--- config.mk ---
export PLATFORM = sky130hd
export DESIGN_NAME = sorted_timer_queue
export DESIGN_NICKNAME = d
export VERILOG_FILES = /design/src/stq_pkg.sv /design/src/sorted_timer_queue.sv /design/src/stq_cell.sv
export SDC_FILE = /design/constraint.sdc
export NUM_CORES = 2
export LEC_CHECK = 0
export ABC_AREA = 1
export BUFFER_PORTS_ARGS = -buffer_cell sky130_fd_sc_hd__buf_4
export CAP_MARGIN = 20
export CORE_ASPECT_RATIO = 0.9
export CORE_MARGIN = 5
export CORE_UTILIZATION = 38
export DETAILED_ROUTE_END_ITERATION = 16
export SLEW_MARGIN = 20
export SYNTH_ARGS = -nofsm -noshare
export SYNTH_HDL_FRONTEND = slang
export SYNTH_SLANG_ARGS = --single-unit
export TNS_END_PERCENT = 10
--- constraint.sdc ---
create_clock -name clk -period 5.5 [get_ports clk]
set_input_delay 0.55 -clock clk [delete_from_list [all_inputs] [get_ports clk]]
set_output_delay 0.55 -clock clk [all_outputs]
set_load 0.005 [all_outputs]
--- src/stq_pkg.sv ---
// Package for the sorted timer queue: entry and cell status types,
// operation and status codes, and the per-tick result limit.
// No dependencies; every other file in src imports it.
package stq_pkg;

  localparam int TAG_W = 16;
  localparam int EXP_W = 32;
  localparam int MODE_W = 2;
  localparam int STATUS_W = 3;

  // Most expired entries reported by one tick.
  localparam int MAX_RESULTS = 16;
  localparam int TICK_CNT_W = $clog2(MAX_RESULTS);

  // Operation codes on in_mode.
  localparam logic [MODE_W-1:0] MODE_ADD    = 2'd0;
  localparam logic [MODE_W-1:0] MODE_ADJUST = 2'd1;
  localparam logic [MODE_W-1:0] MODE_DELETE = 2'd2;
  localparam logic [MODE_W-1:0] MODE_TICK   = 2'd3;

  // Status codes on out_status.
  localparam logic [STATUS_W-1:0] ST_DONE      = 3'd0;
  localparam logic [STATUS_W-1:0] ST_FULL      = 3'd1;
  localparam logic [STATUS_W-1:0] ST_NOT_FOUND = 3'd2;
  localparam logic [STATUS_W-1:0] ST_DUPLICATE = 3'd3;
  localparam logic [STATUS_W-1:0] ST_EXPIRED   = 3'd4;
  localparam logic [STATUS_W-1:0] ST_NONE_DUE  = 3'd5;

  // One timer held in a cell.
  typedef struct packed {
    logic             valid;
    logic [TAG_W-1:0] tag;
    logic [EXP_W-1:0] expiry;
  } entry_t;

  // Command broadcast to every cell of the row.
  typedef enum logic [1:0] {
    CMD_HOLD   = 2'd0,
    CMD_INSERT = 2'd1,
    CMD_REMOVE = 2'd2,
    CMD_POP    = 2'd3
  } cell_cmd_t;

  // Flags that a cell hands to its right neighbor and to the controller.
  typedef struct packed {
    logic le;    // valid and expiry <= key expiry
    logic gone;  // the key tag was found in this cell or one to its left
    logic hit;   // this cell holds the key tag
    logic due;   // valid and expiry <= current time
  } cell_stat_t;

endpackage

--- src/sorted_timer_queue.sv ---
// Sorted timer queue top level: a row of CAPACITY cells kept in ascending
// expiry order, and the controller that runs add, adjust, delete and tick.
// Depends on stq_pkg and stq_cell.
//
//  channel  | handshake              | payload
//  ---------+------------------------+---------------------------------------------
//  input    | start, busy            | in_mode, in_conn_tag, in_expire_time, in_now_time
//  result   | out_strobe (one cycle) | out_status, out_expired_tag, out_last
//
// Add, delete and an adjust of an absent tag pass through the execute state;
// an adjust of a held tag closes the gap in the execute state and opens the
// new slot in the reinsert state, and a tick reports one expired entry per
// cell-row shift, or a none-due result if no entry has expired.
// Each result is shown for one cycle right after the edge that decides it.
// Reset empties the row at once by clearing the valid bits; no sweep is run.
// The receiver cannot stall, so results never wait.
module sorted_timer_queue #(
  parameter int CAPACITY = 16
) (
  input  logic                         clk,
  input  logic                         rst_n,
  input  logic                         start,
  output logic                         busy,
  input  logic [stq_pkg::MODE_W-1:0]   in_mode,
  input  logic [stq_pkg::TAG_W-1:0]    in_conn_tag,
  input  logic [stq_pkg::EXP_W-1:0]    in_expire_time,
  input  logic [stq_pkg::EXP_W-1:0]    in_now_time,
  output logic                         out_strobe,
  output logic [stq_pkg::STATUS_W-1:0] out_status,
  output logic [stq_pkg::TAG_W-1:0]    out_expired_tag,
  output logic                         out_last
);
  import stq_pkg::*;

  typedef enum logic [3:0] {
    S_IDLE  = 4'b0001,
    S_EXEC  = 4'b0010,
    S_REINS = 4'b0100,
    S_TICK  = 4'b1000
  } state_t;

  state_t state_r, state_nxt;

  logic [MODE_W-1:0] mode_r;
  logic [TAG_W-1:0]  tag_r;
  logic [EXP_W-1:0]  exp_r;
  logic [EXP_W-1:0]  now_r;

  logic [TICK_CNT_W-1:0] tick_cnt_r, tick_cnt_nxt;

  logic                strobe_r, strobe_nxt;
  logic [STATUS_W-1:0] status_r, status_nxt;
  logic [TAG_W-1:0]    xtag_r, xtag_nxt;
  logic                last_r, last_nxt;

  cell_cmd_t  cmd;
  entry_t     ent [CAPACITY];
  cell_stat_t stat [CAPACITY];

  logic accept;
  logic any_hit;
  logic full;
  logic tick_last;

  assign accept  = start && !busy;
  assign busy    = (state_r != S_IDLE);
  assign any_hit = stat[CAPACITY-1].gone;
  assign full    = ent[CAPACITY-1].valid;

  // The row of cells, linked to both neighbors.
  for (genvar i = 0; i < CAPACITY; i++) begin : g_cell
    entry_t     left_ent;
    cell_stat_t left_stat;
    entry_t     right_ent;

    if (i == 0) begin : g_first
      assign left_ent  = '0;
      assign left_stat = '{le: 1'b1, gone: 1'b0, hit: 1'b0, due: 1'b0};
    end else begin : g_mid_l
      assign left_ent  = ent[i-1];
      assign left_stat = stat[i-1];
    end

    if (i == CAPACITY - 1) begin : g_last
      assign right_ent = '0;
    end else begin : g_mid_r
      assign right_ent = ent[i+1];
    end

    stq_cell u_cell (
      .clk       (clk),
      .rst_n     (rst_n),
      .cmd       (cmd),
      .key_tag   (tag_r),
      .key_exp   (exp_r),
      .now_time  (now_r),
      .left_ent  (left_ent),
      .left_stat (left_stat),
      .right_ent (right_ent),
      .ent_o     (ent[i]),
      .stat_o    (stat[i])
    );
  end

  // The tick's current result is its last when the next entry is not due
  // or the per-tick limit is reached.
  assign tick_last = !stat[1].due || (tick_cnt_r == TICK_CNT_W'(MAX_RESULTS - 1));

  // Controller: picks the row command and the result of each cycle.
  always_comb begin
    state_nxt    = state_r;
    cmd          = CMD_HOLD;
    tick_cnt_nxt = tick_cnt_r;
    strobe_nxt   = 1'b0;
    status_nxt   = ST_DONE;
    xtag_nxt     = '0;
    last_nxt     = 1'b1;
    case (state_r)
      S_IDLE: begin
        if (accept) begin
          tick_cnt_nxt = '0;
          state_nxt    = (in_mode == MODE_TICK) ? S_TICK : S_EXEC;
        end
      end
      S_EXEC: begin
        strobe_nxt = 1'b1;
        state_nxt  = S_IDLE;
        case (mode_r)
          MODE_ADD: begin
            if (any_hit) begin
              status_nxt = ST_DUPLICATE;
            end else if (full) begin
              status_nxt = ST_FULL;
            end else begin
              cmd = CMD_INSERT;
            end
          end
          MODE_ADJUST: begin
            if (!any_hit) begin
              status_nxt = ST_NOT_FOUND;
            end else begin
              // Close the gap now, reinsert in the next cycle.
              cmd        = CMD_REMOVE;
              strobe_nxt = 1'b0;
              state_nxt  = S_REINS;
            end
          end
          MODE_DELETE: begin
            if (!any_hit) begin
              status_nxt = ST_NOT_FOUND;
            end else begin
              cmd = CMD_REMOVE;
            end
          end
          default: begin
            status_nxt = ST_NOT_FOUND;
          end
        endcase
      end
      S_REINS: begin
        cmd        = CMD_INSERT;
        strobe_nxt = 1'b1;
        state_nxt  = S_IDLE;
      end
      S_TICK: begin
        strobe_nxt = 1'b1;
        if (stat[0].due) begin
          // Report the head entry and shift the row left.
          cmd          = CMD_POP;
          status_nxt   = ST_EXPIRED;
          xtag_nxt     = ent[0].tag;
          last_nxt     = tick_last;
          tick_cnt_nxt = tick_cnt_r + 1'b1;
          if (tick_last) begin
            state_nxt = S_IDLE;
          end
        end else begin
          status_nxt = ST_NONE_DUE;
          state_nxt  = S_IDLE;
        end
      end
      default: begin
        state_nxt = S_IDLE;
      end
    endcase
  end

  // Control registers.
  always_ff @(posedge clk) begin
    if (!rst_n) begin
      state_r  <= S_IDLE;
      strobe_r <= 1'b0;
    end else begin
      state_r  <= state_nxt;
      strobe_r <= strobe_nxt;
    end
  end

  // Captured item, tick counter and result payload.
  always_ff @(posedge clk) begin
    if (accept) begin
      mode_r <= in_mode;
      tag_r  <= in_conn_tag;
      exp_r  <= in_expire_time;
      now_r  <= in_now_time;
    end
    tick_cnt_r <= tick_cnt_nxt;
    status_r   <= status_nxt;
    xtag_r     <= xtag_nxt;
    last_r     <= last_nxt;
  end

  assign out_strobe      = strobe_r;
  assign out_status      = status_r;
  assign out_expired_tag = xtag_r;
  assign out_last        = last_r;

endmodule

--- src/stq_cell.sv ---
// One cell of the sorted timer row: holds a single entry and moves it
// left or right, or loads the new entry, as the broadcast command says.
// Depends on stq_pkg.
module stq_cell (
  input  logic                      clk,
  input  logic                      rst_n,
  input  stq_pkg::cell_cmd_t        cmd,
  input  logic [stq_pkg::TAG_W-1:0] key_tag,
  input  logic [stq_pkg::EXP_W-1:0] key_exp,
  input  logic [stq_pkg::EXP_W-1:0] now_time,
  input  stq_pkg::entry_t           left_ent,
  input  stq_pkg::cell_stat_t       left_stat,
  input  stq_pkg::entry_t           right_ent,
  output stq_pkg::entry_t           ent_o,
  output stq_pkg::cell_stat_t       stat_o
);
  import stq_pkg::*;

  entry_t ent_r;
  entry_t ent_nxt;

  // Compare the held entry against the key and the current time.
  always_comb begin
    stat_o.le   = ent_r.valid && (ent_r.expiry <= key_exp);
    stat_o.hit  = ent_r.valid && (ent_r.tag == key_tag);
    stat_o.gone = left_stat.gone || stat_o.hit;
    stat_o.due  = ent_r.valid && (ent_r.expiry <= now_time);
  end

  // Insert keeps cells at or below the key, loads the key at the first
  // larger one and shifts the rest right; remove shifts left from the hit, pop from the head.
  always_comb begin
    ent_nxt = ent_r;
    case (cmd)
      CMD_INSERT: begin
        if (!stat_o.le) begin
          if (left_stat.le) begin
            ent_nxt.valid  = 1'b1;
            ent_nxt.tag    = key_tag;
            ent_nxt.expiry = key_exp;
          end else begin
            ent_nxt = left_ent;
          end
        end
      end
      CMD_REMOVE: begin
        if (stat_o.gone) begin
          ent_nxt = right_ent;
        end
      end
      CMD_POP: begin
        ent_nxt = right_ent;
      end
      default: begin
        ent_nxt = ent_r;
      end
    endcase
  end

  // Reset clears the valid bit; tag and expiry are loaded every cycle.
  always_ff @(posedge clk) begin
    ent_r.tag    <= ent_nxt.tag;
    ent_r.expiry <= ent_nxt.expiry;
    if (!rst_n) begin
      ent_r.valid <= 1'b0;
    end else begin
      ent_r.valid <= ent_nxt.valid;
    end
  end

  assign ent_o = ent_r;

endmodule

Word-level counts from Yosys, hierarchy flattened
Cells that the tools add are included.
W data, S select, Z words.

storage, ports and cells
  output and inout port bits = 22
  flip-flop bits (word level) = 895
  bits of input ports = 85
  word-level logic and storage cells = 305

operators by class
  multiplexer cells = 88
  add/subtract/negate cells = 1
  magnitude comparators = 18
  reductions and logical operators = 77
  eq/ne operators = 63

operators with widths
  operator               number
  $pmux W49 S3           16
  $mux W49               47
  $le A32 B32 Y1         18
  $eq A16 B16 Y1         16
  $reduce_and A3 Y1      17
  $ne A2 B2 Y1 const B   18
  $logic_and A1 B1 Y1    35
  $ne A2 B1 Y1 const B   16
  $mux W4                6
  $logic_or A1 B1 Y1     16
  $pmux W3 S2            2
  $pmux W4 S3            1
  $eq A2 B2 Y1 const B   4
  $eq A4 B4 Y1 const B   2
  $mux W2                4
  $pmux W4 S2            1
  $mux W1                6
  $mux W3                2
  $pmux W2 S3            1
  $add A4 B1 Y4 const B  1
  $eq A2 B1 Y1 const B   2
  $eq A4 B1 Y1 const B   1
  $eq A4 B2 Y1 const B   1
  $eq A4 B3 Y1 const B   1
  10 further kinds       13

Logic depth before layout (Yosys ltp)
  word-level depth = 23
  mapped depth = 27
  mapped depth without buffers = 22

Hierarchy
From an unflattened synthesis, not the netlist that was laid out.

second synthesis, totals
  cell total of the unflattened synthesis = 10187
  area, all modules = 75831.5 um^2

by module, submodules not included
  module                           cells an instance  area an instance (um^2)  seq. area each (um^2)  times used
  stq_cell (g_cell[0].u_cell ...)  623                4511.8                   1461.4                 15
  stq_cell (g_cell[1].u_cell)      625                4525.6                   1461.4                 1
  sorted_timer_queue               217                3628.5                   3083.0                 1

Worst setup path before layout
Ideal clock, no wire load.

  path type = reg-to-reg
  start = register exp_r[31]
  end = register g_cell[14].u_cell.ent_r, in the netlist g_cell[14].u_cell.ent_o[0], enable pin
  setup slack = 0.180 ns
  data required time = 5.045 ns
  arrival = 4.865 ns
  library setup time = 0.455 ns
  cell stages (with the launch flop) = 12
  clock period less this slack = 5.320 ns
  buffers on the path = 1
  cells stage by stage = edfxtp_1 clkinv_1 ha_1 nand4_1 or3_1 nor4_1 nand2_1 a32o_1 nand2_1 clkbuf_1 nor2_1 nor2_1

on the way
  longest elaborated chain between the ends = 4

RTL lines
  item                                line                       text
  from (decl)                         sorted_timer_queue.sv:46   logic [EXP_W-1:0] exp_r;
  from (signal assigned)              sorted_timer_queue.sv:204  exp_r <= in_expire_time;
  $le A32 B32 Y1                      stq_cell.sv:24             stat_o.le = ent_r.valid && (ent_r.expiry <= key_exp);
  $logic_and A1 B1 Y1                 stq_cell.sv:24
  $ne A2 B2 Y1 (no source line)       --
  $reduce_and A3 Y1 (no source line)  --
  to (decl)                           stq_cell.sv:19             entry_t ent_r;

No other way between the ends.
A chain may end at the register's enable or synchronous reset.

==> results_dict.tcl <==
set metrics [dict create \
    firstDrtPassIters 7 \
    critical_path_class "flip-flop to flip-flop" \
    power.clock.fraction 0.431 \
    worstPathArrival_ns 5.48 \
    reg2reg_from "exp_r[24]" \
    switching_share 0.256 \
    grt_pass1_vias 46200 \
    synth.yosys.seq_area_share 0.449 \
    power_density_mw_per_mm2 246 \
    p_leak_nw 25.9 \
    post_cts_resized 0 \
    wl_per_cell_um 20.3 \
    synth-edff-count 854 \
    via_count 49600 \
    grt-busiest-layer "met2" \
    finalCritPeriodShare 0.921 \
    cp.required_ns 5.91 \
    final_common_cell "nand2_1" \
    clock-sinks 895 \
    drc_errors 0 \
    critical_path_buf_inv_count 4 \
    final_cell_mix "nand2_1, o21ai_0, edfxtp_1" \
    slew_viol_final 0 \
    critPathSlowestCell "nor4_1" \
    drt_wl_total_mm 182 \
    ys_warn_count 0 \
    cap_violations 0 \
    die_x_um 425 \
    start_util 0.381 \
    finalSetupViolCount 0 \
    grt_pass1_wl_mm 276 \
    htree_levels 3 \
    coreArea_mm2 0.155 \
    worstMarginPinSlew_ns 1.06 \
    rows 137 \
    grt_use_met3 0.0260 \
    cp-end-kind "flip-flop" \
    io_buffers 106 \
    rsz0062_at_grt "no" \
    cp_top_family "simple AND/OR/NAND/NOR gates" \
    crit_top_cell "nand2_1" \
    final_util 0.428 \
    netlist_area_mm2 0.0589 \
    die-area_mm2 0.163 \
    ant_nets 0 \
    syn_inst 6725 \
    drive_above_1_share 0.0729 \
    viasPerCell 5.54 \
    whs_ns 0.0656 \
    critPathMaxStageDelay_ns 0.78 \
    grtUsageMet2 0.319 \
    synth.avg_cell_area_um2 8.76 \
    timing.hold.worst.class "input port to flip-flop" \
    min_to "exp_r[28]" \
    synth_ff_type "edfxtp_1" \
    min-delay-start "in_expire_time[28]" \
    r2r_slack_ns 0.43 \
    grt_overflow_total 0 \
    drt_iter0_markers 5188 \
    hold_depth 1 \
    use_met1 0.318 \
    final_nets 7440 \
    n_antenna_cell 0 \
    die_h_um 383 \
    finClkSkew_ns 0.0280 \
    path_max_fanout 96 \
    hpwl_mm 135 \
    async_flop_share 0 \
    startpoint_type "flip-flop" \
    tns_ns 0 \
    cts_made_buffers 106 \
    p_switching_mw 4.16 \
    cts_root_buffer "clkbuf_16" \
    p_int_mw 12.1 \
    comb_power_share 0.103 \
    postLayoutCellArea_mm2 0.0662 \
    status "finished, final reports clean" \
    clockBufferDepth 3 \
    cts_tree "done" \
    sequentialPowerShare 0.466 \
    antenna_found_initial 0 \
    yosys_register_bits 895 \
    place_area_mm2 0.0620 \
    period_needed_ns 5.07 \
    ir_worst_vdd_v 0.000243 \
    synthesis.nets 7390 \
    final-hold-violation-count 0 \
    boundaryPins 107 \
    synth_cell_type_count 56 \
    place.gp.congestion 0.942 \
    grt_max_degree 249 \
    worst_skew_pair.late_latency_ns 0.72 \
    area_growth_pct 12.4 \
    reg2reg_to "g_cell[10].u_cell.ent_o[19]" \
    maxSlewHeadroom 0.294 \
    cp_cell_sequence "clkinv_1 > buf_4 > ha_1 > inv_1 > nor4_1 > inv_1 > nor4_1 > nand2_1 > o2111ai_1 > nand2_1 > nand2_4 > nand2_1 > o21ai_0 > o21ai_0" \
    cts.clk_slew.worst_paths_ns 0.06 \
    fmax_ghz 0.197 \
    worst_r2r_path_depth 14 \
    track_usage 0.215 \
]
worst register-to-register path, cell delays in order (launching register included):
cell and delay, ns:
edfxtp_1 0.64, clkinv_1 0.53, buf_4 0.34, ha_1 0.28, inv_1 0.04, nor4_1 0.78, inv_1 0.14, nor4_1 0.31
nand2_1 0.21, o2111ai_1 0.12, nand2_1 0.18, nand2_4 0.70, nand2_1 0.22, o21ai_0 0.13, o21ai_0 0.13
worst max path at each step:
stage | slack [ns] | to | start | depth (start not counted)
6_report | 0.43 | g_cell[10].u_cell.ent_o[19] | exp_r[24] | 14
5_1_grt | 0.24 | g_cell[10].u_cell.ent_o[19] | exp_r[24] | 14
4_1_cts | 0.61 | g_cell[10].u_cell.ent_o[19] | exp_r[28] | 13
3_5_place_dp | 0.65 | g_cell[10].u_cell.ent_o[19] | exp_r[24] | 14
3_3_place_gp | 0.73 | g_cell[8].u_cell.ent_o[2] | exp_r[2] | 15
2_1_floorplan | 0.18 | g_cell[14].u_cell.ent_o[0] | exp_r[31] | 11
power groups by stage:
stage	combinational [mW]	sequential (mW)	clock, mW
2_1_floorplan	0.966	7.69	0
3_3_place_gp	1.55	7.72	0
3_5_place_dp	1.60	7.72	0
4_1_cts	1.65	7.58	7.16
5_1_grt	1.84	7.59	7.42
6_report	1.67	7.58	7.02
cell usage after synthesis (all sizes together), types with 2 or more instances:
library cell / instances / area, um^2
nand2: 1599 / 6020
edfxtp: 854 / 25600
o21bai: 7 / 56.3
nand4: 89 / 584
a211o: 3 / 26.3
a21boi: 2 / 15.0
o21ai: 1116 / 5590
o21a: 8 / 60.1
nor3: 35 / 175
a31o: 3 / 26.3
xor2: 50 / 438
clkbuf: 246 / 923
a211oi: 39 / 293
nand3: 119 / 616
a32o: 6 / 60.1
inv: 589 / 2210
a221oi: 32 / 280
o2111ai: 12 / 105
dfxtp: 41 / 821
ha: 580 / 7260
buf: 155 / 920
o22ai: 87 / 544
nor4b: 4 / 35.0
and3: 2 / 12.5
xnor2: 10 / 87.6
nor4: 39 / 244
clkinv: 34 / 129
a22oi: 2 / 15.0
o221a: 5 / 56.3
a21oi: 304 / 1530
o211ai: 393 / 2950
nor2: 218 / 843
or3: 5 / 31.3
o221ai: 25 / 219
a31oi: 5 / 31.3
nand3b: 2 / 15.0
final cells by class:
cell class / instances / area (um^2)
clock buffer: 134 / 2900
clock inverter: 60 / 505
fill: 15200 / 88400
inverter: 623 / 2340
multi-input combinational: 4806 / 28400
sequential: 895 / 26500
tap: 2085 / 2610
timing repair buffer: 343 / 3000
timing repair:
action / in CTS / in global routing
endpoints found under the hold margin: 74 / 0
buffers inserted: 0 / 0
hold buffers: 74 / 0
through the flow:
stage | cells | setup slack, ns | power [mW]
2_1_floorplan | 6725 | 0.180 | 8.66
3_3_place_gp | 8678 | 0.728 | 9.27
3_5_place_dp | 8678 | 0.651 | 9.32
4_1_cts | 8946 | 0.612 | 16.4
5_1_grt | 8946 | 0.237 | 16.8
6_report | 8946 | 0.435 | 16.3
kinds of logic (layout without fill, tap and decap cells):
logic type | count (synthesis) | after routing | synth area share
AND/OR/NAND/NOR | 2113 | 2113 | 0.146
AO/OA/AOI/OAI | 2053 | 2053 | 0.202
buffers and inverters | 1024 | 1160 | 0.0710
flip-flops | 895 | 895 | 0.449
adder cells (fa/ha/maj) | 580 | 580 | 0.123
XOR/XNOR | 60 | 60 | 0.00892
registers in the layout, summed over array words and instances, names as in the netlist, 2 cells and up:
name,count
out_status,3
now_r,32
state_r,4
tag_r,16
g_cell.u_cell.ent_o,784
mode_r,2
out_expired_tag,16
tick_cnt_r,4
exp_r,32
metal layers:
layer  vias up  share of wire  wire length, um
li1      24100              -                -
met1     23100           0.46            83400
met2      2055           0.42            76600
met3       297          0.080            14500
met4         0          0.039             7040
met5         -              0                0
No activity file was read; power rests on OpenSTA's default activity.
